===== src/rtl/core/pid_speed_to_torque_defines.svh =====
// assertion macros used by the rtl top level
`ifndef PID_SPEED_TO_TORQUE_DEFINES_SVH
`define PID_SPEED_TO_TORQUE_DEFINES_SVH

// consequent checked in the same cycle as the antecedent
`define PST_ASSERT_NOW(lbl, ante, cons, msg) \
  lbl: assert property (@(posedge clk_i) disable iff (!rst_ni) (ante) |-> (cons)) \
    else $error(msg);

// consequent checked in the cycle after the antecedent
`define PST_ASSERT_NEXT(lbl, ante, cons, msg) \
  lbl: assert property (@(posedge clk_i) disable iff (!rst_ni) (ante) |=> (cons)) \
    else $error(msg);

`endif


===== src/rtl/core/pst_pkg.sv =====
`timescale 1ns / 1ps
package pst_pkg;

  // widths
  localparam int unsigned DataW  = 32;
  localparam int unsigned CfgW   = 31;
  localparam int unsigned PerW   = 17;
  localparam int unsigned IdxW   = 3;
  localparam int unsigned MulAW  = 33;
  localparam int unsigned MulBW  = 33;
  localparam int unsigned PrdW   = MulAW + MulBW;
  localparam int unsigned FracW  = 16;
  localparam int unsigned AccW   = 51;
  localparam int unsigned MagW   = 20;
  localparam int unsigned QuoW   = 32;
  // dividends stay below 2^51, the estimate uses their top RecipW bits
  localparam int unsigned NumW   = 51;
  localparam int unsigned RecipW = 32;
  localparam int unsigned EstLsb = NumW - RecipW;
  localparam int unsigned ShareW = 16;
  localparam int unsigned ShareShift = 15;

  // fixed point constants
  localparam logic signed [DataW-1:0] StillLimit = 32'sd6;
  localparam logic signed [DataW-1:0] BrakeEmerg = -32'sd144179200;
  localparam logic signed [DataW-1:0] BrakeStill = -32'sd91750400;
  localparam logic signed [AccW-1:0]  AccMax     = 51'sd568852;
  localparam logic signed [AccW-1:0]  DecMaxNeg  = -51'sd767427;
  localparam logic [MagW-1:0]         AccMaxMag  = 20'd568852;
  localparam logic [MagW-1:0]         DecMaxMag  = 20'd767427;

  // reciprocals 2^51 / limit rounded down; both limits exceed 2^19, so the
  // estimate lands at most two below the true quotient
  localparam logic [RecipW-1:0] RecipAcc = RecipW'((64'd1 << NumW) / 64'(AccMaxMag));
  localparam logic [RecipW-1:0] RecipDec = RecipW'((64'd1 << NumW) / 64'(DecMaxMag));

  // reset values of the registers
  localparam logic [CfgW-1:0] GainPropRst     = 31'd65536;
  localparam logic [CfgW-1:0] GainIntRst      = 31'd0;
  localparam logic [CfgW-1:0] GainDerivRst    = 31'd0;
  localparam logic [PerW-1:0] SamplePeriodRst = 17'd655;
  localparam logic [CfgW-1:0] SampleRateRst   = 31'd6553600;
  localparam logic [CfgW-1:0] TorqueLimitRst  = 31'd49152000;

  typedef enum logic [IdxW-1:0] {
    REG_GAIN_PROP     = 3'd0,
    REG_GAIN_INT      = 3'd1,
    REG_GAIN_DERIV    = 3'd2,
    REG_SAMPLE_PERIOD = 3'd3,
    REG_SAMPLE_RATE   = 3'd4,
    REG_TORQUE_LIMIT  = 3'd5
  } reg_idx_e;

  typedef enum logic [3:0] {
    ST_IDLE,
    ST_MUL_INT,
    ST_INT,
    ST_DER,
    ST_PROP,
    ST_INTG,
    ST_DERV,
    ST_CLAMP,
    ST_SH_EST,
    ST_SH_BACK,
    ST_SH_FIX,
    ST_TQ_EST,
    ST_TQ_BACK,
    ST_TQ_FIX,
    ST_FIN
  } state_e;

  typedef enum logic [3:0] {
    MUL_ERR_PERIOD,
    MUL_DIFF_RATE,
    MUL_PROP,
    MUL_INT,
    MUL_DERIV,
    MUL_TORQUE,
    MUL_SH_EST,
    MUL_TQ_EST,
    MUL_BACK
  } mul_sel_e;

  typedef struct packed {
    logic     in_ready;
    logic     mul_en;
    mul_sel_e mul_sel;
    logic     int_ld;
    logic     der_ld;
    logic     acc_ld;
    logic     acc_add;
    logic     clamp_ld;
    logic     num_ld;
    logic     est_ld;
    logic     div_torque;
    logic     share_ld;
    logic     torque_ld;
    logic     out_ld;
  } seq_ctrl_t;

  // saturate a wide signed value to 32 bit signed
  function automatic logic signed [DataW-1:0] sat32(input logic signed [AccW-1:0] x);
    logic signed [AccW-1:0] hi;
    logic signed [AccW-1:0] lo;
    hi = AccW'(signed'({1'b0, {(DataW-1){1'b1}}}));
    lo = AccW'(signed'({1'b1, {(DataW-1){1'b0}}}));
    if (x > hi) begin
      return hi[DataW-1:0];
    end else if (x < lo) begin
      return lo[DataW-1:0];
    end
    return x[DataW-1:0];
  endfunction

endpackage


===== src/rtl/core/pst_div.sv =====
`timescale 1ns / 1ps
module pst_div (
  input  logic [pst_pkg::NumW-1:0]   num_i,
  input  logic [pst_pkg::QuoW-1:0]   est_i,
  input  logic [pst_pkg::NumW-1:0]   back_i,
  input  logic [pst_pkg::MagW-1:0]   den_i,
  output logic [pst_pkg::QuoW-1:0]   quo_o
);
  import pst_pkg::*;

  logic [NumW-1:0] rem;

  // remainder left by the reciprocal estimate, below three divisors
  assign rem = num_i - back_i;

  // step the estimate up by the divisors still left in the remainder
  always_comb begin
    quo_o = est_i;
    if (rem >= NumW'({den_i, 1'b0})) begin
      quo_o = est_i + QuoW'(2);
    end else if (rem >= NumW'(den_i)) begin
      quo_o = est_i + QuoW'(1);
    end
  end

endmodule


===== config.mk =====
export PLATFORM = sky130hd
export DESIGN_NAME = pst_div
export DESIGN_NICKNAME = d
export VERILOG_FILES = /design/src/rtl/core/pid_speed_to_torque_defines.svh /design/src/rtl/core/pst_pkg.sv /design/src/rtl/core/pst_div.sv
export SDC_FILE = /design/constraint.sdc
export NUM_CORES = 1
export LEC_CHECK = 0
export CORE_MARGIN = 2
export CORE_UTILIZATION = 50
export DETAILED_ROUTE_END_ITERATION = 16
export DONT_BUFFER_PORTS = 1
export MAX_ROUTING_LAYER = met4
export PLACE_DENSITY = 0.64
export SLEW_MARGIN = 40
export SYNTH_ARGS = -nofsm -noshare
export SYNTH_HDL_FRONTEND = slang
export SYNTH_SLANG_ARGS = --single-unit

===== constraint.sdc =====
create_clock -name vclk -period 18.9
set_input_delay 3.78 -clock vclk [all_inputs]
set_output_delay 3.78 -clock vclk [all_outputs]
set_load 0.02 [all_outputs]

==> qor.csv <==
metric;value;unit
design.seq.count;0;
endpoint_kind;primary output;
holdBufCountCts;0;
clockPowerShare;0;
via_per_inst;6.52;
grt_max_degree;21;
first_iter_violations;403;
gp_congestion;1.00;
required;15120;ps
grt_pass1_vias;6109;
maxSlewHeadroom;0.449;
synth_area_leaders;ha_1 (20%), a21oi_1 (6.5%), nand2_1 (5.7%);
dpl_worst_slack;6110;ps
slew_viol_final;0;
routedWlPerCell;18.6;µm
p_sw;135;µW
p_int;79.2;µW
die_width;112;µm
worst-path-buf-inv;1;
drive_gt1_frac;0.0351;
peakVddDrop;0.0000172;V
crit_slowest_cell;or4_4;
ant_nets;0;
p_seq_frac;0;
ys_warn_count;0;
synth_top_area_cell;ha_1;
hold_violations;0;
hp-class;in2out;
worst_pin_slew;825;ps
grt_overflow_total;0;
netlist_instances;884;
yosysMostFrequentCell;ha_1;
rsz0062_at_grt;no;
antenna_found_initial;0;
synth_seq_area_share;0;
core;11400;µm²
power_density;36.6;nW/µm²
rows;39;
seq_area;0;µm²
status;completed;
cp.arrival;9050;ps
grt_usage;0.288;
crit_path_start_kind;input port;
fin_crit;12830;ps
postCtsSetupBuffers;0;
crit_fanout;20;
worstPathCellList;inv_1 > ha_1 > fa_1 > nand2b_1 > a21oi_1 > o21ai_0 > a21oi_1 > nor2_1 > o21bai_1 > xor2_1 > ha_1 > nand4_1 > nor2_1 > nor4b_1 > a311oi_1 > nand4_1 > nor4b_1 > and4b_1 > nand4_1 > or4_4 > mux2i_1 > xor2_1;
start_util;0.512;
slowest_delay;600;ps
num_io_pins;186;
combPwrFrac;1.000;
worst_slack;6070;ps
finalSetupViolations;0;
clockBufferCount;0;
wl;18600;µm
nets;1104;
period_share;0.679;
dr.pass1.iters;5;
fmax;77.9;MHz
finalSetupTns;0;ps
sw_frac_of_total;0.630;
synth_nets;1131;
synth.avg_cell_area;6.58;µm²
synth_area;5820;µm²
synth_top_area_share;0.198;
diodes;0;
fp.dieH;112;µm
critPathTopFamily;simple AND/OR/NAND/NOR gates;
vias;6508;
synthTopCellsByCount;ha_1 (92), nand2_1 (88), inv_1 (80);
ys_types;81;
setup.worst_path.class;in2out;
syn2layout_area_growth;0.731;%
hpwl;16000;µm
p_leak;0.00268;µW
worst_path_most_repeated_cell;nand4_1;
dieArea;12500;µm²
cap_violations;0;
grt_pass1_wl;29700;µm
drc_errors;0;
post_cts_resized;0;
numPortBuffers;0;
kinds of logic (layout without fill, tap and decap cells):
| logic type | after synthesis | count (layout) | synth area share |
|---|---|---|---|
| adder cells (fa/ha/maj) | 93 | 93 | 0.201 |
| multiplexers | 23 | 23 | 0.0402 |
| AND/OR/NAND/NOR | 366 | 366 | 0.327 |
| AO/OA/AOI/OAI | 229 | 229 | 0.260 |
| XOR/XNOR | 63 | 63 | 0.0948 |
| buffers and inverters | 110 | 81 | 0.0766 |
through the flow:
step / instance area (µm²) / total power (µW) / instances / utilization / hold slack (ps)
CTS: 5860 / 211 / 998 / 0.515 / 7690
detailed placement: 5860 / 209 / 998 / 0.515 / 7690
finish: 5860 / 214 / 998 / 0.515 / 7690
global route: 5860 / 238 / 998 / 0.515 / 7690
floorplan: 5820 / 161 / 884 / - / 7690
global placement: 5860 / 206 / 998 / 0.515 / 7690
final cells by class:
cell class / instances / area [µm²]
fillers: 1166 / 5510
inverters: 80 / 300
well taps: 143 / 179
multi-input cells: 774 / 5370
repair buffers: 1 / 7.51
placed cells by master, fill, tap and decap left out, drive strengths merged, types with 7 or more instances in the layout:
master  instances
nor3           42
nand2          88
xnor2          28
nor4           21
a21oi          76
and3           16
xor2           35
or3            11
nor2b           7
ha             92
o21a           17
nand3          32
a31oi           8
a21o           17
inv            80
nand4          31
mux2i          20
o21bai         10
or2             7
and4            7
o21ai          48
nor2           67
nand2b          9
path summary, 6_finish.rpt:
check  slack [ps]  startpoint        to  cells past startpoint
max          6070    num_i[0]  quo_o[4]                     22
min          7690    est_i[7]  quo_o[7]                      1
power groups by stage:
stage          logic, µW  registers, µW  clock network [µW]
5_1_grt              238              0                   0
6_report             214              0                   0
2_1_floorplan        161              0                   0
4_1_cts              211              0                   0
3_5_place_dp         209              0                   0
3_3_place_gp         206              0                   0
routing by layer:
metal	share of wire	global-route usage
met1	0.45	0.373
met2	0.48	0.503
met5	0	-
met4	0.017	0.0436
met3	0.057	0.0196
No activity file was read; power rests on OpenSTA's default activity.
