**config.mk**
```make
export PLATFORM = sky130hd
export DESIGN_NAME = pst_mul
export DESIGN_NICKNAME = d
export VERILOG_FILES = /design/src/rtl/core/pid_speed_to_torque_defines.svh /design/src/rtl/core/pst_pkg.sv /design/src/rtl/core/pst_mul.sv
export SDC_FILE = /design/constraint.sdc
export NUM_CORES = 2
export LEC_CHECK = 0
export CORE_MARGIN = 4
export CORE_UTILIZATION = 62
export DETAILED_ROUTE_END_ITERATION = 8
export DONT_BUFFER_PORTS = 1
export PLACE_DENSITY_LB_ADDON = 0.1
export SYNTH_ARGS = -nofsm -noshare
export SYNTH_HDL_FRONTEND = slang
export SYNTH_SLANG_ARGS = --single-unit
```
**constraint.sdc**
```tcl
create_clock -name clk_i -period 9.2 [get_ports clk_i]
set_input_delay 1.84 -clock clk_i [delete_from_list [all_inputs] [get_ports clk_i]]
set_output_delay 1.84 -clock clk_i [all_outputs]
set_load 0.1 [all_outputs]
```
**src/rtl/core/pid_speed_to_torque_defines.svh**
```systemverilog
// assertion macros used by the rtl top level
`ifndef PID_SPEED_TO_TORQUE_DEFINES_SVH
`define PID_SPEED_TO_TORQUE_DEFINES_SVH

// consequent checked in the same cycle as the antecedent
`define PST_ASSERT_NOW(lbl, ante, cons, msg) \
  lbl: assert property (@(posedge clk_i) disable iff (!rst_ni) (ante) |-> (cons)) \
    else $error(msg);

// consequent checked in the cycle after the antecedent
`define PST_ASSERT_NEXT(lbl, ante, cons, msg) \
  lbl: assert property (@(posedge clk_i) disable iff (!rst_ni) (ante) |=> (cons)) \
    else $error(msg);

`endif

```
**src/rtl/core/pst_pkg.sv**
```systemverilog
`timescale 1ns / 1ps
package pst_pkg;

  // widths
  localparam int unsigned DataW  = 32;
  localparam int unsigned CfgW   = 31;
  localparam int unsigned PerW   = 17;
  localparam int unsigned IdxW   = 3;
  localparam int unsigned MulAW  = 33;
  localparam int unsigned MulBW  = 33;
  localparam int unsigned PrdW   = MulAW + MulBW;
  localparam int unsigned FracW  = 16;
  localparam int unsigned AccW   = 51;
  localparam int unsigned MagW   = 20;
  localparam int unsigned QuoW   = 32;
  // dividends stay below 2^51, the estimate uses their top RecipW bits
  localparam int unsigned NumW   = 51;
  localparam int unsigned RecipW = 32;
  localparam int unsigned EstLsb = NumW - RecipW;
  localparam int unsigned ShareW = 16;
  localparam int unsigned ShareShift = 15;

  // fixed point constants
  localparam logic signed [DataW-1:0] StillLimit = 32'sd6;
  localparam logic signed [DataW-1:0] BrakeEmerg = -32'sd144179200;
  localparam logic signed [DataW-1:0] BrakeStill = -32'sd91750400;
  localparam logic signed [AccW-1:0]  AccMax     = 51'sd568852;
  localparam logic signed [AccW-1:0]  DecMaxNeg  = -51'sd767427;
  localparam logic [MagW-1:0]         AccMaxMag  = 20'd568852;
  localparam logic [MagW-1:0]         DecMaxMag  = 20'd767427;

  // reciprocals 2^51 / limit rounded down; both limits exceed 2^19, so the
  // estimate lands at most two below the true quotient
  localparam logic [RecipW-1:0] RecipAcc = RecipW'((64'd1 << NumW) / 64'(AccMaxMag));
  localparam logic [RecipW-1:0] RecipDec = RecipW'((64'd1 << NumW) / 64'(DecMaxMag));

  // reset values of the registers
  localparam logic [CfgW-1:0] GainPropRst     = 31'd65536;
  localparam logic [CfgW-1:0] GainIntRst      = 31'd0;
  localparam logic [CfgW-1:0] GainDerivRst    = 31'd0;
  localparam logic [PerW-1:0] SamplePeriodRst = 17'd655;
  localparam logic [CfgW-1:0] SampleRateRst   = 31'd6553600;
  localparam logic [CfgW-1:0] TorqueLimitRst  = 31'd49152000;

  typedef enum logic [IdxW-1:0] {
    REG_GAIN_PROP     = 3'd0,
    REG_GAIN_INT      = 3'd1,
    REG_GAIN_DERIV    = 3'd2,
    REG_SAMPLE_PERIOD = 3'd3,
    REG_SAMPLE_RATE   = 3'd4,
    REG_TORQUE_LIMIT  = 3'd5
  } reg_idx_e;

  typedef enum logic [3:0] {
    ST_IDLE,
    ST_MUL_INT,
    ST_INT,
    ST_DER,
    ST_PROP,
    ST_INTG,
    ST_DERV,
    ST_CLAMP,
    ST_SH_EST,
    ST_SH_BACK,
    ST_SH_FIX,
    ST_TQ_EST,
    ST_TQ_BACK,
    ST_TQ_FIX,
    ST_FIN
  } state_e;

  typedef enum logic [3:0] {
    MUL_ERR_PERIOD,
    MUL_DIFF_RATE,
    MUL_PROP,
    MUL_INT,
    MUL_DERIV,
    MUL_TORQUE,
    MUL_SH_EST,
    MUL_TQ_EST,
    MUL_BACK
  } mul_sel_e;

  typedef struct packed {
    logic     in_ready;
    logic     mul_en;
    mul_sel_e mul_sel;
    logic     int_ld;
    logic     der_ld;
    logic     acc_ld;
    logic     acc_add;
    logic     clamp_ld;
    logic     num_ld;
    logic     est_ld;
    logic     div_torque;
    logic     share_ld;
    logic     torque_ld;
    logic     out_ld;
  } seq_ctrl_t;

  // saturate a wide signed value to 32 bit signed
  function automatic logic signed [DataW-1:0] sat32(input logic signed [AccW-1:0] x);
    logic signed [AccW-1:0] hi;
    logic signed [AccW-1:0] lo;
    hi = AccW'(signed'({1'b0, {(DataW-1){1'b1}}}));
    lo = AccW'(signed'({1'b1, {(DataW-1){1'b0}}}));
    if (x > hi) begin
      return hi[DataW-1:0];
    end else if (x < lo) begin
      return lo[DataW-1:0];
    end
    return x[DataW-1:0];
  endfunction

endpackage

```
**src/rtl/core/pst_mul.sv**
```systemverilog
`timescale 1ns / 1ps
module pst_mul (
  input  logic                             clk_i,
  input  logic                             en_i,
  input  logic signed [pst_pkg::MulAW-1:0] a_i,
  input  logic signed [pst_pkg::MulBW-1:0] b_i,
  output logic signed [pst_pkg::PrdW-1:0]  p_o
);
  import pst_pkg::*;

  logic signed [PrdW-1:0] p_q;

  // shared signed multiplier, product held until the next issue
  always_ff @(posedge clk_i) begin
    if (en_i) begin
      p_q <= PrdW'(a_i) * PrdW'(b_i);
    end
  end

  assign p_o = p_q;

endmodule

```
==> metrics.md <==
| Metric | Value |
|---|---|
| Status | complete, no violations |
| Synth area leaders | fa_1 (55%), inv_1 (10%), and2_1 (8.5%) |
| Crit path cell chain | and2_1 -> fa_1 -> inv_1 -> fa_1 -> inv_1 -> fa_1 -> inv_1 -> fa_1 -> inv_1 -> fa_1 -> fa_1 -> fa_1 -> inv_1 -> fa_1 -> inv_1 -> ha_1 -> a21oi_1 -> a21o_1 -> nand2_1 -> a2111oi_0 -> a21oi_1 -> a2111o_1 -> a21oi_1 -> xnor2_1 |
| Critical path arrival | between 8000 and 9000 ps |
| Max reg flops | 66 |
| YS warnings | 0 |
| Share of cells above drive strength 1 | under 10% |
| Post-Syn Area | slightly above 0.04 sq mm |
| Max Cap Viol | 0 |
| Multi-input gate area | approximately 0.034 sq mm |
| RSZ-0062 raised after global routing | false |
| Critical Path Fanout Max | 33 |
| Die area | 0.07096 sq mm |
| Syn_nets | 5,768 |
| CP Capture Type | flop |
| TritonCTS Buffers | 9 |
| Fin Setup TNS | 0 ps |
| TritonRoute pass-1 iters | 5 |
| DRC | 0 |
| Antenna Nets Post-Route | 0 |
| Synth-to-layout area growth | 1.983% |
| Via count | approximately 28,000 |
| # IOs | roughly 130 |
| Die H | approximately 270 um |
| Clk sink count | 66 |
| CTS tree | done |
| Clock-pin slew on the worst setup and hold paths | 60 ps |
| Die extent in x | roughly 270 um |
| Seq cells post-synth | 66 |
| Most used cell, CP | fa_1 |
| Yosys cell types | 80 |
| Register area | slightly below 0.002 sq mm |
| Setup Crit Path Kind | input port to flop |
| Syn Area/Cell | between 9 and 10 sq um |
| Hold Vio Cnt, Final | 0 |
| Fin crit period | roughly 8600 ps |
| Cts repair resizes | 0 |
| WP data required | 9290 ps |
| Hold Buf Count CTS | 0 |
| Commonest non-fill, non-tap cell in the layout | fa_1 |
| Global-route wire length before repair | between 150 and 200 mm |
| PortBufs | 0 |
| Max Clk Rate | roughly 120 MHz |
| Vias in the first global route | ~32,000 |
| GP Congestion | roughly 0.94 |
| Worst-Margin Slew | 1010 ps |
| DR iter-0 viols | ~1,700 |
| EDFF count, synth | 66 |
| DP Wirelength | 90.06 mm |
| Slew Limit Fails | 0 |
| Final worst path period share | roughly 94% |
| Core area | between 0.06 and 0.07 sq mm |
| Sequential element share of the synthesized area | 4.788% |
| Leading area contributor after synthesis | fa_1 |
| Hold Crit Class | input port to flop |
| Most frequent cells in the layout | fa_1 (1,144), inv_1 (1,131), and2_1 (562) |
| DRT Wirelength | 110.2 mm |
| Slowest stage delay, CP | around 540 ps |
| Largest net degree at the start of global routing | between 60 and 70 |
| Wirelength per Cell | between 20 and 25 um |
| Slowest-stage cell, CP | fa_1 |
| Initial Util | a little over three fifths |
| Root Buffer | clkbuf_16 |
| Ys async rst share | 0% |
| Grt ovf | 0 |
| Hold depth | 0 |
| Layout filler cell count | about 5,600 |
| Post-CTS setup buffers | 0 |
| Yosys top cell area share | between 50% and 60% |
| Final setup vio count | 0 |
| Gr usage total | 32.79% |
| Primary FF master, synth | edfxtp_1 |
| Row count | 94 |
| Clock buffer depth | 2 |
| Vias/cell | between 5 and 6 |
| Final Net Count | between 5,000 and 6,000 |
| Startpoint types | input port |
| Max H-tree Level | 3 |
| Mapped Cells | roughly 4,300 |
| Slew headroom | between 30 and 40% |
| Initial antenna violation count | 0 |
## cell usage after synthesis, types with 3 or more instances
library cell / number
fa_1: 1145
o21bai_1: 11
nand2b_1: 12
nand3_1: 25
o21a_1: 6
xnor2_1: 43
a211o_1: 6
and4_1: 5
o21ai_1: 6
nand4_1: 11
a31oi_1: 8
edfxtp_1: 66
o211ai_1: 4
o31ai_4: 3
a211oi_1: 7
and2_1: 562
nor2_1: 68
and3_1: 5
o21ai_0: 25
a21oi_2: 3
nor3_1: 7
a21oi_1: 57
xor2_1: 25
a211oi_2: 3
buf_2: 11
ha_1: 217
clkbuf_1: 208
nand2_1: 551
nor2b_1: 5
or2_2: 3
or3_1: 3
a21o_1: 36
inv_1: 1131
## logic make-up (layout without fill, tap and decap cells)
logic type	after synthesis	count (layout)	synth area share, %
XOR/XNOR	68	68	1.439
AO/OA/AOI/OAI	219	219	4.002
adder cells (fa/ha/maj)	1362	1362	61.93
buffers and inverters	1352	1188	12.31
flip-flops	66	66	4.788
AND/OR/NAND/NOR	1271	1271	15.53
other	0	1	0
## worst max-delay path: cells and delay by family
family	cells	cell delay [ps]
AOI/OAI and AO/OA	6	1710
xor gates and xnor gates	1	80
adders and majority gates	9	4410
buffers and inverters	6	360
and+or+nand+nor	2	270
## per-layer routing
layer | routed length (um) | part of all wire [%] | track usage (%) | up-vias
li1 | - | - | - | 12048
met1 | 37200 | 34 | 37.87 | 14974
met2 | 58280 | 53 | 58.69 | 1025
met3 | 6531 | 5.9 | 4.904 | 345
met4 | 8139 | 7.4 | 18.55 | 0
met5 | 0 | 0 | 0 | -
## area by class of cell
cell class                 count  share of cell area (%)
tap                          864                   2.561
clock buffer                   9                  0.5335
antenna                        1                0.005928
inverter                    1131                   10.06
multi-input combinational   2920                   81.30
timing repair buffer          41                  0.7291
sequential                    66                   4.695
clock inverter                 7                  0.1245
## final timing paths
kind | startpoint | to | slack [ps]
worst max-delay path | a_i[30] | p_o[53] | 580
worst min-delay path | en_i | p_o[64] | 1610
## per-stage QoR
step	instance area (sq um)	utilization, %	hold WS [ps]	setup slack, ps	instances
detailed placement	41940	63.56	1959	248.5	5022
CTS	42210	63.98	1594	600.2	5038
global placement	41940	63.56	1960	234.2	5022
finish	42220	63.98	1611	581.6	5039
global route	42210	63.98	1589	342.9	5038
floorplan	41400	-	1953	213.9	4338
Power is left out: the tool's default activity adds up to more than one toggle a clock period on the data nets, which glitch-free logic cannot reach.
