<file path="config.mk">
export PLATFORM = sky130hd
export DESIGN_NAME = pst_seq
export DESIGN_NICKNAME = d
export VERILOG_FILES = /design/src/rtl/core/pid_speed_to_torque_defines.svh /design/src/rtl/core/pst_pkg.sv /design/src/rtl/core/pst_seq.sv
export SDC_FILE = /design/constraint.sdc
export NUM_CORES = 1
export LEC_CHECK = 0
export BUFFER_PORTS_ARGS = -buffer_cell sky130_fd_sc_hd__buf_2
export CORE_AREA = 3 3 40 42
export CTS_CLUSTER_DIAMETER = 80
export DETAILED_ROUTE_END_ITERATION = 6
export DIE_AREA = 0 0 43 45
export MAX_ROUTING_LAYER = met4
export SLEW_MARGIN = 5
export SYNTH_ARGS = -nofsm -noshare
export SYNTH_HDL_FRONTEND = slang
export SYNTH_SLANG_ARGS = --single-unit
</file>
<file path="constraint.sdc">
create_clock -name clk_i -period 1.1 [get_ports clk_i]
set_clock_uncertainty 0.1 [all_clocks]
set_input_delay 0.055 -clock clk_i [delete_from_list [all_inputs] [get_ports clk_i]]
set_output_delay 0.055 -clock clk_i [all_outputs]
set_load 0.01 [all_outputs]
</file>
<file path="src/rtl/core/pid_speed_to_torque_defines.svh">
// assertion macros used by the rtl top level
`ifndef PID_SPEED_TO_TORQUE_DEFINES_SVH
`define PID_SPEED_TO_TORQUE_DEFINES_SVH

// consequent checked in the same cycle as the antecedent
`define PST_ASSERT_NOW(lbl, ante, cons, msg) \
  lbl: assert property (@(posedge clk_i) disable iff (!rst_ni) (ante) |-> (cons)) \
    else $error(msg);

// consequent checked in the cycle after the antecedent
`define PST_ASSERT_NEXT(lbl, ante, cons, msg) \
  lbl: assert property (@(posedge clk_i) disable iff (!rst_ni) (ante) |=> (cons)) \
    else $error(msg);

`endif

</file>
<file path="src/rtl/core/pst_pkg.sv">
`timescale 1ns / 1ps
package pst_pkg;

  // widths
  localparam int unsigned DataW  = 32;
  localparam int unsigned CfgW   = 31;
  localparam int unsigned PerW   = 17;
  localparam int unsigned IdxW   = 3;
  localparam int unsigned MulAW  = 33;
  localparam int unsigned MulBW  = 33;
  localparam int unsigned PrdW   = MulAW + MulBW;
  localparam int unsigned FracW  = 16;
  localparam int unsigned AccW   = 51;
  localparam int unsigned MagW   = 20;
  localparam int unsigned QuoW   = 32;
  // dividends stay below 2^51, the estimate uses their top RecipW bits
  localparam int unsigned NumW   = 51;
  localparam int unsigned RecipW = 32;
  localparam int unsigned EstLsb = NumW - RecipW;
  localparam int unsigned ShareW = 16;
  localparam int unsigned ShareShift = 15;

  // fixed point constants
  localparam logic signed [DataW-1:0] StillLimit = 32'sd6;
  localparam logic signed [DataW-1:0] BrakeEmerg = -32'sd144179200;
  localparam logic signed [DataW-1:0] BrakeStill = -32'sd91750400;
  localparam logic signed [AccW-1:0]  AccMax     = 51'sd568852;
  localparam logic signed [AccW-1:0]  DecMaxNeg  = -51'sd767427;
  localparam logic [MagW-1:0]         AccMaxMag  = 20'd568852;
  localparam logic [MagW-1:0]         DecMaxMag  = 20'd767427;

  // reciprocals 2^51 / limit rounded down; both limits exceed 2^19, so the
  // estimate lands at most two below the true quotient
  localparam logic [RecipW-1:0] RecipAcc = RecipW'((64'd1 << NumW) / 64'(AccMaxMag));
  localparam logic [RecipW-1:0] RecipDec = RecipW'((64'd1 << NumW) / 64'(DecMaxMag));

  // reset values of the registers
  localparam logic [CfgW-1:0] GainPropRst     = 31'd65536;
  localparam logic [CfgW-1:0] GainIntRst      = 31'd0;
  localparam logic [CfgW-1:0] GainDerivRst    = 31'd0;
  localparam logic [PerW-1:0] SamplePeriodRst = 17'd655;
  localparam logic [CfgW-1:0] SampleRateRst   = 31'd6553600;
  localparam logic [CfgW-1:0] TorqueLimitRst  = 31'd49152000;

  typedef enum logic [IdxW-1:0] {
    REG_GAIN_PROP     = 3'd0,
    REG_GAIN_INT      = 3'd1,
    REG_GAIN_DERIV    = 3'd2,
    REG_SAMPLE_PERIOD = 3'd3,
    REG_SAMPLE_RATE   = 3'd4,
    REG_TORQUE_LIMIT  = 3'd5
  } reg_idx_e;

  typedef enum logic [3:0] {
    ST_IDLE,
    ST_MUL_INT,
    ST_INT,
    ST_DER,
    ST_PROP,
    ST_INTG,
    ST_DERV,
    ST_CLAMP,
    ST_SH_EST,
    ST_SH_BACK,
    ST_SH_FIX,
    ST_TQ_EST,
    ST_TQ_BACK,
    ST_TQ_FIX,
    ST_FIN
  } state_e;

  typedef enum logic [3:0] {
    MUL_ERR_PERIOD,
    MUL_DIFF_RATE,
    MUL_PROP,
    MUL_INT,
    MUL_DERIV,
    MUL_TORQUE,
    MUL_SH_EST,
    MUL_TQ_EST,
    MUL_BACK
  } mul_sel_e;

  typedef struct packed {
    logic     in_ready;
    logic     mul_en;
    mul_sel_e mul_sel;
    logic     int_ld;
    logic     der_ld;
    logic     acc_ld;
    logic     acc_add;
    logic     clamp_ld;
    logic     num_ld;
    logic     est_ld;
    logic     div_torque;
    logic     share_ld;
    logic     torque_ld;
    logic     out_ld;
  } seq_ctrl_t;

  // saturate a wide signed value to 32 bit signed
  function automatic logic signed [DataW-1:0] sat32(input logic signed [AccW-1:0] x);
    logic signed [AccW-1:0] hi;
    logic signed [AccW-1:0] lo;
    hi = AccW'(signed'({1'b0, {(DataW-1){1'b1}}}));
    lo = AccW'(signed'({1'b1, {(DataW-1){1'b0}}}));
    if (x > hi) begin
      return hi[DataW-1:0];
    end else if (x < lo) begin
      return lo[DataW-1:0];
    end
    return x[DataW-1:0];
  endfunction

endpackage

</file>
<file path="src/rtl/core/pst_seq.sv">
`timescale 1ns / 1ps
module pst_seq (
  input  logic               clk_i,
  input  logic               rst_ni,
  input  logic               in_valid_i,
  input  logic               brake_case_i,
  input  logic               out_free_i,
  output pst_pkg::seq_ctrl_t ctrl_o,
  output pst_pkg::state_e    state_o
);
  import pst_pkg::*;

  state_e state_q, state_d;

  // next state
  always_comb begin
    state_d = state_q;
    unique case (state_q)
      ST_IDLE: begin
        if (in_valid_i) begin
          state_d = brake_case_i ? ST_FIN : ST_MUL_INT;
        end
      end
      ST_MUL_INT: state_d = ST_INT;
      ST_INT:     state_d = ST_DER;
      ST_DER:     state_d = ST_PROP;
      ST_PROP:    state_d = ST_INTG;
      ST_INTG:    state_d = ST_DERV;
      ST_DERV:    state_d = ST_CLAMP;
      ST_CLAMP:   state_d = ST_SH_EST;
      ST_SH_EST:  state_d = ST_SH_BACK;
      ST_SH_BACK: state_d = ST_SH_FIX;
      ST_SH_FIX:  state_d = ST_TQ_EST;
      ST_TQ_EST:  state_d = ST_TQ_BACK;
      ST_TQ_BACK: state_d = ST_TQ_FIX;
      ST_TQ_FIX:  state_d = ST_FIN;
      ST_FIN: begin
        if (out_free_i) begin
          state_d = ST_IDLE;
        end
      end
      default: state_d = ST_IDLE;
    endcase
  end

  // control outputs
  always_comb begin
    ctrl_o = '0;
    unique case (state_q)
      ST_IDLE: ctrl_o.in_ready = 1'b1;
      ST_MUL_INT: begin
        ctrl_o.mul_en  = 1'b1;
        ctrl_o.mul_sel = MUL_ERR_PERIOD;
      end
      ST_INT: begin
        ctrl_o.int_ld  = 1'b1;
        ctrl_o.mul_en  = 1'b1;
        ctrl_o.mul_sel = MUL_DIFF_RATE;
      end
      ST_DER: begin
        ctrl_o.der_ld  = 1'b1;
        ctrl_o.mul_en  = 1'b1;
        ctrl_o.mul_sel = MUL_PROP;
      end
      ST_PROP: begin
        ctrl_o.acc_ld  = 1'b1;
        ctrl_o.mul_en  = 1'b1;
        ctrl_o.mul_sel = MUL_INT;
      end
      ST_INTG: begin
        ctrl_o.acc_add = 1'b1;
        ctrl_o.mul_en  = 1'b1;
        ctrl_o.mul_sel = MUL_DERIV;
      end
      ST_DERV:  ctrl_o.acc_add  = 1'b1;
      ST_CLAMP: ctrl_o.clamp_ld = 1'b1;
      ST_SH_EST: begin
        ctrl_o.mul_en  = 1'b1;
        ctrl_o.mul_sel = MUL_SH_EST;
      end
      ST_SH_BACK: begin
        ctrl_o.est_ld  = 1'b1;
        ctrl_o.mul_en  = 1'b1;
        ctrl_o.mul_sel = MUL_BACK;
      end
      ST_SH_FIX: begin
        ctrl_o.share_ld = 1'b1;
        ctrl_o.mul_en   = 1'b1;
        ctrl_o.mul_sel  = MUL_TORQUE;
      end
      ST_TQ_EST: begin
        ctrl_o.num_ld     = 1'b1;
        ctrl_o.div_torque = 1'b1;
        ctrl_o.mul_en     = 1'b1;
        ctrl_o.mul_sel    = MUL_TQ_EST;
      end
      ST_TQ_BACK: begin
        ctrl_o.est_ld     = 1'b1;
        ctrl_o.div_torque = 1'b1;
        ctrl_o.mul_en     = 1'b1;
        ctrl_o.mul_sel    = MUL_BACK;
      end
      ST_TQ_FIX: begin
        ctrl_o.torque_ld  = 1'b1;
        ctrl_o.div_torque = 1'b1;
      end
      ST_FIN:  ctrl_o.out_ld = out_free_i;
      default: ctrl_o = '0;
    endcase
  end

  always_ff @(posedge clk_i or negedge rst_ni) begin
    if (!rst_ni) begin
      state_q <= ST_IDLE;
    end else begin
      state_q <= state_d;
    end
  end

  assign state_o = state_q;

endmodule

</file>
==> results.py, run 1 <==
metrics = {
    "die": {
        "start_util_pct": 32.9,
        "num_io_pins": 26,
        "placementRows": 13,
        "dieWidth_um": 43,
        "die_y_um": 45,
        "coreArea_um2": 1280,
        "die_area_um2": 1940,
    },
    "drt": {
        "drt_iter0_drc": 12,
        "drt-pass1-iter-count": 4,
        "vias": 639,
        "viasPerCell": 5.11,
        "routedWlPerCell_um": 14.4,
        "drc": 0,
        "drt-total-wl_um": 1800,
        "detail-route-antenna-nets": 0,
    },
    "place": {
        "place_ws_ps": -175,
        "io_buffers": 25,
        "finalWeightedCongestion": 0.757,
        "placed_cell_area_um2": 746,
        "dp_cells": 111,
        "dp_hpwl_um": 1080,
    },
    "synthesis": {
        "syn_nets": 62,
        "synth_cell_types": 27,
        "synth_top_flop_cell": "dfrtp_1",
        "synthArstFlopShare_pct": 100,
        "synth_edf_count": 0,
        "netlist_area_um2": 423,
        "syn_inst": 57,
        "yosysSeqAreaShare_pct": 23.7,
        "yosysWarnings": 0,
        "synth-seq-cells": 4,
        "avgSynthCellArea_um2": 7.42,
    },
    "layout": {
        "layout_commonest_cell": "buf_6",
        "fin_area_um2": 1020,
        "final_cell_count_no_fill": 125,
        "post-route-util_pct": 79.2,
        "antennaDiodeCount": 0,
        "syn2layout_area_growth_pct": 141,
        "nNetsFinal": 117,
        "final_cell_mix": "buf_6 (20), buf_2 (19), buf_4 (15)",
        "largest_reg_flops": 4,
        "multiInputGateArea_um2": 400,
        "fillerInstances": 80,
        "drive_above_1_share_pct": 74.5,
        "seqCellArea_um2": 105,
    },
    "timing": {
        "finalCritPeriodShare_pct": 139,
        "max_freq_mhz": 656,
        "rsz0062_at_grt": "yes",
        "final-hold-violation-count": 0,
        "setup_tns_ps": -7210,
        "holdWs_ps": 47.7,
        "final-max-slew-violation-count": 0,
        "period_needed_ps": 1520,
        "max-slew-margin-rel_pct": 81.3,
        "tightestPinTransition_ps": 279,
        "fin_ws_ps": -424,
        "setup-violations-final": 23,
    },
    "clock_tree": {
        "clkSinkCount": 4,
        "cts_buffers": 3,
        "clockRootBuffer": "clkbuf_4",
        "path_clk_slew_ps": 40,
        "h-tree-depth": 1,
        "clock_latency_ps": 240,
        "clockBufferDepth": 2,
        "tritoncts": "yes",
    },
    "setup_path": {
        "critPathLaunchType": "register",
        "crit_required_ps": 940,
        "crit_type": "reg -> out",
        "cp_data_arrival_time_ps": 1370,
        "worstPathMaxFanout": 6,
        "end_kind": "primary output",
    },
    "global_routing": {
        "grt_overflow": 0,
        "grt_util_all_layers_pct": 20.7,
        "grt_max_degree": 9,
        "grt.busiest_layer": "met2",
        "antenna_found_initial": 0,
        "use_met3_pct": 1.20,
        "met1_usage_pct": 21.4,
        "grt_pass1_wl_um": 2820,
        "use_met2_pct": 38.6,
        "grt_pass1_vias": 615,
    },
    "power_and_ir_drop": {
        "p_leak_nw": 0.485,
        "powerDensity_nw_per_um2": 3550,
        "p_total_mw": 3.61,
        "peakVddDrop_mv": 1.74,
    },
    "status": {
        "outcome": "finished with violations",
        "violations": "setup timing",
    },
    "min_path": {
        "hp-class": "in -> async",
    },
    "flow_run": {
        "drv_cap": 0,
    },
}
-- worst paths after layout --
path	to	depth (start not counted)	start	slack, ps
worst max-delay path	ctrl_o[6]	5	state_o[2]	-420
worst min-delay path	state_o[1]	2	rst_ni	50
min in group clk_i	state_o[2]	3	out_free_i	70
worst max register to register	state_o[3]	6	state_o[2]	-290
max in group asynchronous	state_o[0]	2	rst_ni	720
worst min register to register	state_o[1]	3	state_o[1]	680
-- cells in the mapped netlist, drive strengths merged (2+ instances only) --
cell type	count	area, um2
a211o	2	17.5
a21oi	3	15.0
a31oi	3	18.8
buf	6	38.8
dfrtp	4	100
inv	2	7.51
nand2	3	11.3
nand2b	5	31.3
nor2	8	30.0
nor3	3	15.0
nor3b	2	15.0
o21ai	3	15.0
-- per-layer routing --
metal	up-vias	routed length (um)	part of all wire, %
met5	-	0	0
met4	0	42	2.3
met3	4	48	2.7
met2	16	975	54
met1	309	736	41
li1	310	-	-
-- area by class of cell --
type,count,area share (%)
Clock buffer,3,2.21
Tap cell,15,1.85
Multi-Input combinational cell,45,39.4
Timing Repair Buffer,56,45.5
Sequential cell,4,10.3
Inverter,2,0.738
-- worst max-delay path, stage by stage, from the launching register on --
cell	delay [ps]
dfrtp_2	440
buf_4	150
buf_6	110
buf_6	100
and4b_1	180
buf_2	140
-- where the power goes --
part           switching, mW  leakage, nW  internal, mW  total (mW)
clock                 0.0652       0.0138         0.122       0.188
combinational           1.36        0.428          1.67        3.03
sequential             0.153       0.0425         0.240       0.393
-- timing repair --
action | CTS | global route
hold endpoints to repair | 4 | 0
hold buffers | 1 | 0
setup endpoints to repair | 25 | 25
resized for setup | 23 | 16
pin swaps | 7 | 6
buffers inserted | 9 | 3
-- logic make-up after synthesis --
logic type,share of synthesized area (%)
AOI/OAI and AO/OA,25.1
buffers and inverters,10.9
DFF,23.7
muxes,2.37
xor gates and xnor gates,2.07
and+or+nand+nor,35.8
No activity file was read; power rests on OpenSTA's default activity.
==> run 2: changes to the inputs <==
--- a/config.mk
+++ b/config.mk
@@ -5,12 +5,14 @@
 export SDC_FILE = /design/constraint.sdc
 export NUM_CORES = 1
 export LEC_CHECK = 0
+export ABC_AREA = 1
 export BUFFER_PORTS_ARGS = -buffer_cell sky130_fd_sc_hd__buf_2
 export CORE_AREA = 3 3 40 42
 export CTS_CLUSTER_DIAMETER = 80
 export DETAILED_ROUTE_END_ITERATION = 6
 export DIE_AREA = 0 0 43 45
 export MAX_ROUTING_LAYER = met4
+export PLACE_DENSITY = 0.68
 export SLEW_MARGIN = 5
 export SYNTH_ARGS = -nofsm -noshare
 export SYNTH_HDL_FRONTEND = slang
==> results.py, run 2 <==
metrics = {
    "status": {
        "outcome": "finished with violations",
        "violations": "setup timing",
    },
    "setup_path": {
        "cp_data_arrival_time_ps": 1350,
        "r2r_cells": 7,
        "crit_required_ps": 940,
        "critPathLaunchType": "register",
        "crit_chain": "nand2_2, inv_2, nand2_2, nand2_2, a31o_4, buf_6",
        "worstPathMaxFanout": 8,
        "crit_type": "reg -> out",
        "slowest_stage": "dfrtp_2",
        "critPathMaxStageDelay_ps": 490,
        "cpMostUsedCell": "nand2_2",
        "end_kind": "primary output",
    },
    "min_path": {
        "hp-class": "in -> async",
    },
    "timing": {
        "max-slew-margin-rel_pct": 82.8,
        "period_needed_ps": 1510,
        "final-hold-violation-count": 0,
        "final-max-slew-violation-count": 0,
        "finalCritPeriodShare_pct": 137,
        "fin_ws_ps": -407,
        "tightestPinTransition_ps": 257,
        "holdWs_ps": 41.4,
        "setup_tns_ps": -6720,
        "rsz0062_at_grt": "yes",
        "max_freq_mhz": 664,
        "setup-violations-final": 23,
    },
    "power_and_ir_drop": {
        "power.switching_mw": 1.57,
        "p_sw_share_pct": 52.8,
        "p_seq_share_pct": 16.2,
        "clkPwrFrac_pct": 6.4,
        "peakVddDrop_mv": 1.92,
        "p_comb_share_pct": 77.3,
        "cell_internal_pwr_mw": 1.41,
        "p_leak_nw": 0.519,
        "powerDensity_nw_per_um2": 3400,
    },
    "layout": {
        "nNetsFinal": 133,
        "largest_reg_flops": 4,
        "antennaDiodeCount": 0,
        "drive_above_1_share_pct": 65.1,
        "final_cell_mix": "buf_2 (23), nand2_1 (19), inv_2 (10), buf_4 (10), nor2_4 (9)",
        "layout_commonest_cell": "buf_2",
        "syn2layout_area_growth_pct": 86.9,
    },
    "synthesis": {
        "yosysMostFrequentCell": "nand2_1",
        "netlist_area_um2": 468,
        "synthArstFlopShare_pct": 100,
        "yosysWarnings": 0,
        "netlist_top_cells_count": "nand2_1 (26), inv_1 (12), nor2_2 (10), nor2_1 (7), o21ai_0 (6)",
        "yosys-top-cells-area": "dfrtp_1 (21%), nand2_1 (21%), nor2_2 (13%)",
        "syn_nets": 88,
        "syn_inst": 83,
        "yosysTopAreaCell": "dfrtp_1",
        "synth-seq-cells": 4,
        "synth_edf_count": 0,
        "synth_top_flop_cell": "dfrtp_1",
        "avgSynthCellArea_um2": 5.64,
        "synth_cell_types": 16,
        "yosysSeqAreaShare_pct": 21.4,
        "synth.top_cell.area_share_pct": 21.4,
    },
    "clock_tree": {
        "tritoncts": "yes",
        "h-tree-depth": 1,
        "clockBufferDepth": 2,
        "clkSinkCount": 4,
        "cts_buffers": 3,
        "clock_latency_ps": 240,
        "clockRootBuffer": "clkbuf_4",
        "path_clk_slew_ps": 40,
    },
    "die": {
        "start_util_pct": 36.4,
        "dieWidth_um": 43,
        "num_io_pins": 26,
        "coreArea_um2": 1280,
        "die_y_um": 45,
        "placementRows": 13,
        "die_area_um2": 1940,
    },
    "global_routing": {
        "antenna_found_initial": 0,
        "grt_max_degree": 9,
        "grt_overflow": 0,
        "grt_pass1_wl_um": 2790,
        "grt_pass1_vias": 637,
        "grt_util_all_layers_pct": 19.9,
    },
    "drt": {
        "routedWlPerCell_um": 12.0,
        "drt_iter0_drc": 11,
        "detail-route-antenna-nets": 0,
        "drc": 0,
        "vias": 692,
        "drt-total-wl_um": 1690,
        "drt-pass1-iter-count": 4,
        "viasPerCell": 4.91,
    },
    "place": {
        "dp_hpwl_um": 1160,
        "io_buffers": 25,
        "finalWeightedCongestion": 0.866,
    },
    "flow_run": {
        "drv_cap": 0,
    },
}
==> run 2: cell types whose count changed after synthesis, moves of 4 or more <==
| cell | delta |
|---|---|
| inv_2 | +4 |
| nand2_1 | +23 |
| nand2b_1 | -5 |
| inv_1 | +10 |
| buf_2 | -4 |
| nor2_2 | +10 |
==> run 2: kinds of logic after synthesis <==
family                 count (synthesis)  share of synthesized area, %
buffers and inverters                 17                          13.9
DFF                                    4                          21.4
and+or+nand+nor                       53                          54.3
AOI/OAI and AO/OA                      9                          10.4
==> run 2: what timing repair did <==
item / in CTS / in global routing
hold buffers: 1 / 0
endpoints found under the setup margin: 23 / 24
pin swaps: 8 / 6
setup buffers: 5 / 1
endpoints found under the hold margin: 4 / 0
resized for setup: 22 / 6
==> run 2: area by class of cell <==
cell class                      instances  area (um2)
Clock buffer                            3        22.5
Fill cell                             105         410
Inverter                               17        68.8
Multi-Input combinational cell         62         392
Sequential cell                         4         105
Tap cell                               15        18.8
Timing Repair Buffer                   40         268
==> run 2: metal layers <==
layer,vias up,track usage [%],part of all wire (%)
met5,-,-,0
met4,0,11.4,3.5
met3,6,3.98,5.1
met2,25,29.9,47
met1,320,25.0,44
li1,341,-,-
==> run 2: worst max-delay path: cells and delay by family (launching register included) <==
kind                   cells  cell delay, ps
DFF                        1             490
and+or+nand+nor            3             250
AOI/OAI and AO/OA          1             210
buffers and inverters      2             160
==> run 2: power groups by stage <==
stage / registers [mW] / clock network [mW] / logic (mW)
CTS: 0.478 / 0.190 / 2.19
floorplan: 0.472 / 0 / 1.08
global placement: 0.441 / 0 / 1.79
global route: 0.507 / 0.202 / 2.53
detailed placement: 0.445 / 0 / 1.79
finish: 0.483 / 0.191 / 2.30
==> run 2: final timing paths <==
check,start,slack (ps),end
worst max-delay path,state_o[1],-410,ctrl_o[12]
max in group asynchronous,rst_ni,730,state_o[1]
worst min register to register,state_o[0],630,state_o[0]
min in group clk_i,out_free_i,140,state_o[1]
worst min-delay path,rst_ni,40,state_o[0]
worst max register to register,state_o[1],-310,state_o[3]
==> run 2: per-stage QoR <==
step	total power [mW]	utilization (%)	worst slack, ps	std cells	cell area [um2]
after floorplan	1.55	-	-118	83	507
after global placement	2.23	55.3	-201	131	711
after detailed placement	2.23	55.3	-197	131	711
after CTS	2.86	65.8	-382	140	846
after global routing	3.24	68.1	-465	141	875
final	2.98	68.1	-407	141	875
==> run 3: changes to the inputs <==
--- a/config.mk
+++ b/config.mk
@@ -5,14 +5,12 @@
 export SDC_FILE = /design/constraint.sdc
 export NUM_CORES = 1
 export LEC_CHECK = 0
-export ABC_AREA = 1
 export BUFFER_PORTS_ARGS = -buffer_cell sky130_fd_sc_hd__buf_2
-export CORE_AREA = 3 3 40 42
+export CORE_AREA = 2 2 39 41
 export CTS_CLUSTER_DIAMETER = 80
 export DETAILED_ROUTE_END_ITERATION = 6
-export DIE_AREA = 0 0 43 45
+export DIE_AREA = 0 0 41 43
 export MAX_ROUTING_LAYER = met4
-export PLACE_DENSITY = 0.68
 export SLEW_MARGIN = 5
 export SYNTH_ARGS = -nofsm -noshare
 export SYNTH_HDL_FRONTEND = slang
==> constraint.sdc (replaced) <==
create_clock -name clk_i -period 1.4 [get_ports clk_i]
set_clock_uncertainty 0.1 [all_clocks]
set_input_delay 0.07 -clock clk_i [delete_from_list [all_inputs] [get_ports clk_i]]
set_output_delay 0.07 -clock clk_i [all_outputs]
set_load 0.01 [all_outputs]
==> results.py, run 3 (synthesis results as in run 1) <==
metrics = {
    "setup_path": {
        "slowest_stage": "dfrtp_2",
        "critPathLaunchType": "register",
        "crit_chain": "nand2b_4, a211o_1, nand2_1, buf_2",
        "crit_path_start": "state_o[2]",
        "end_kind": "primary output",
        "critPathMaxStageDelay_ps": 470,
        "crit_required_ps": 1230,
        "cp_data_arrival_time_ps": 1300,
        "worstPathMaxFanout": 8,
        "reg2reg_from": "state_o[1]",
        "crit_type": "reg -> out",
    },
    "layout": {
        "antennaDiodeCount": 0,
        "fillerInstances": 117,
        "multiInputGateArea_um2": 394,
        "layout_commonest_cell": "buf_2",
        "seqCellArea_um2": 104,
        "largest_reg_flops": 4,
        "drive_above_1_share_pct": 69.6,
        "syn2layout_area_growth_pct": 111,
        "nNetsFinal": 109,
        "final_cell_mix": "buf_2 (24), buf_4 (13), buf_6 (9)",
    },
    "timing": {
        "holdWs_ps": 88.4,
        "setup-violations-final": 8,
        "fin_ws_ps": -74.9,
        "period_needed_ps": 1470,
        "finalCritPeriodShare_pct": 105,
        "final-hold-violation-count": 0,
        "max_freq_mhz": 678,
        "final-max-slew-violation-count": 0,
        "tightestPinTransition_ps": 280,
        "max-slew-margin-rel_pct": 81.3,
        "rsz0062_at_grt": "yes",
    },
    "die": {
        "coreArea_um2": 1380,
        "placementRows": 14,
        "dieWidth_um": 41,
        "die_area_um2": 1760,
        "die_y_um": 43,
        "num_io_pins": 26,
        "start_util_pct": 30.6,
    },
    "clock_tree": {
        "clkSinkCount": 4,
        "clockBufferDepth": 2,
        "cts_buffers": 3,
        "tritoncts": "yes",
        "path_clk_slew_ps": 30,
        "clockRootBuffer": "clkbuf_4",
        "h-tree-depth": 1,
        "clock_latency_ps": 230,
    },
    "global_routing": {
        "grt_util_all_layers_pct": 19.2,
        "grt_max_degree": 10,
        "grt_overflow": 0,
        "antenna_found_initial": 0,
        "grt_pass1_wl_um": 2260,
        "grt_pass1_vias": 519,
    },
    "place": {
        "finalWeightedCongestion": 0.755,
        "place_ws_ps": 26.0,
        "dp_hpwl_um": 889,
        "io_buffers": 25,
    },
    "min_path": {
        "worstHoldStart": "out_free_i",
        "hp-class": "in -> reg",
    },
    "drt": {
        "routedWlPerCell_um": 13.4,
        "drt-total-wl_um": 1590,
        "drc": 0,
        "drt-pass1-iter-count": 2,
        "detail-route-antenna-nets": 0,
        "viasPerCell": 5.08,
        "vias": 599,
        "drt_iter0_drc": 9,
    },
    "power_and_ir_drop": {
        "p_leak_nw": 0.450,
        "peakVddDrop_mv": 1.00,
        "powerDensity_nw_per_um2": 2760,
    },
    "status": {
        "violations": "setup timing",
        "outcome": "finished with violations",
    },
    "flow_run": {
        "drv_cap": 0,
    },
}
-- run 3: cell count changes in the layout (fill, tap and decap cells not counted), moves of 4 or more --
cell | previous run | this run
nand2b_4 | 0 | 5
nand2_1 | 19 | 2
nand2_2 | 7 | 0
nor2_4 | 9 | 0
inv_1 | 6 | 2
inv_2 | 10 | 0
o21ai_1 | 5 | 0
-- run 3: area by class of cell --
| class | instances | share of cell area [%] |
|---|---|---|
| clock buffer | 3 | 2.52 |
| inverter | 2 | 0.842 |
| multi-input combinational | 45 | 44.2 |
| sequential | 4 | 11.6 |
| tap | 16 | 2.24 |
| timing repair buffer | 48 | 38.6 |
-- run 3: what timing repair did --
item | in CTS | in global routing
setup buffers | 13 | 1
setup endpoints to repair | 18 | 17
hold endpoints to repair | 4 | 0
resized for setup | 22 | 16
hold buffers | 1 | 0
pin swaps | 1 | 3
-- run 3: critical path: cells and delay by family, from the launching register on --
family,cells,cell delay [ps]
DFF,1,470
AOI/OAI and AO/OA,1,250
and+or+nand+nor,2,230
buffers and inverters,1,120
-- run 3: worst paths after layout --
kind,endpoint,slack (ps),cells after the start
setup / recovery,ctrl_o[12],-70,4
hold reg to reg,state_o[0],580,3
setup reg to reg,state_o[0],70,3
hold / removal,state_o[2],90,3
min in group asynchronous,state_o[3],120,2
max in group asynchronous,state_o[2],950,2
-- run 3: power breakdown --
group / switching, mW / internal, mW / total [mW]
Sequential: 0.131 / 0.186 / 0.317
Combinational: 0.943 / 1.07 / 2.01
Clock: 0.0410 / 0.0954 / 0.136
Total: 1.12 / 1.35 / 2.47
-- run 3: layer usage --
metal	global-route usage (%)	share of wire, %	wire [um]	vias up
met5	-	0	0	-
met4	6.00	0	0	0
met3	1.57	2.8	44	0
met2	32.2	56	889	14
met1	23.1	41	652	285
li1	-	-	-	300
-- run 3: per-stage QoR --
stage,utilization (%),cells,setup TNS [ps],power (mW),instance area (um2)
floorplan,-,57,0,1.08,423
global placement,42.6,100,0,1.50,589
detailed placement,42.6,100,0,1.52,589
CTS,58.1,117,-255,2.21,805
global route,64.5,118,-1020,2.64,892
finish,64.5,118,-249,2.47,892
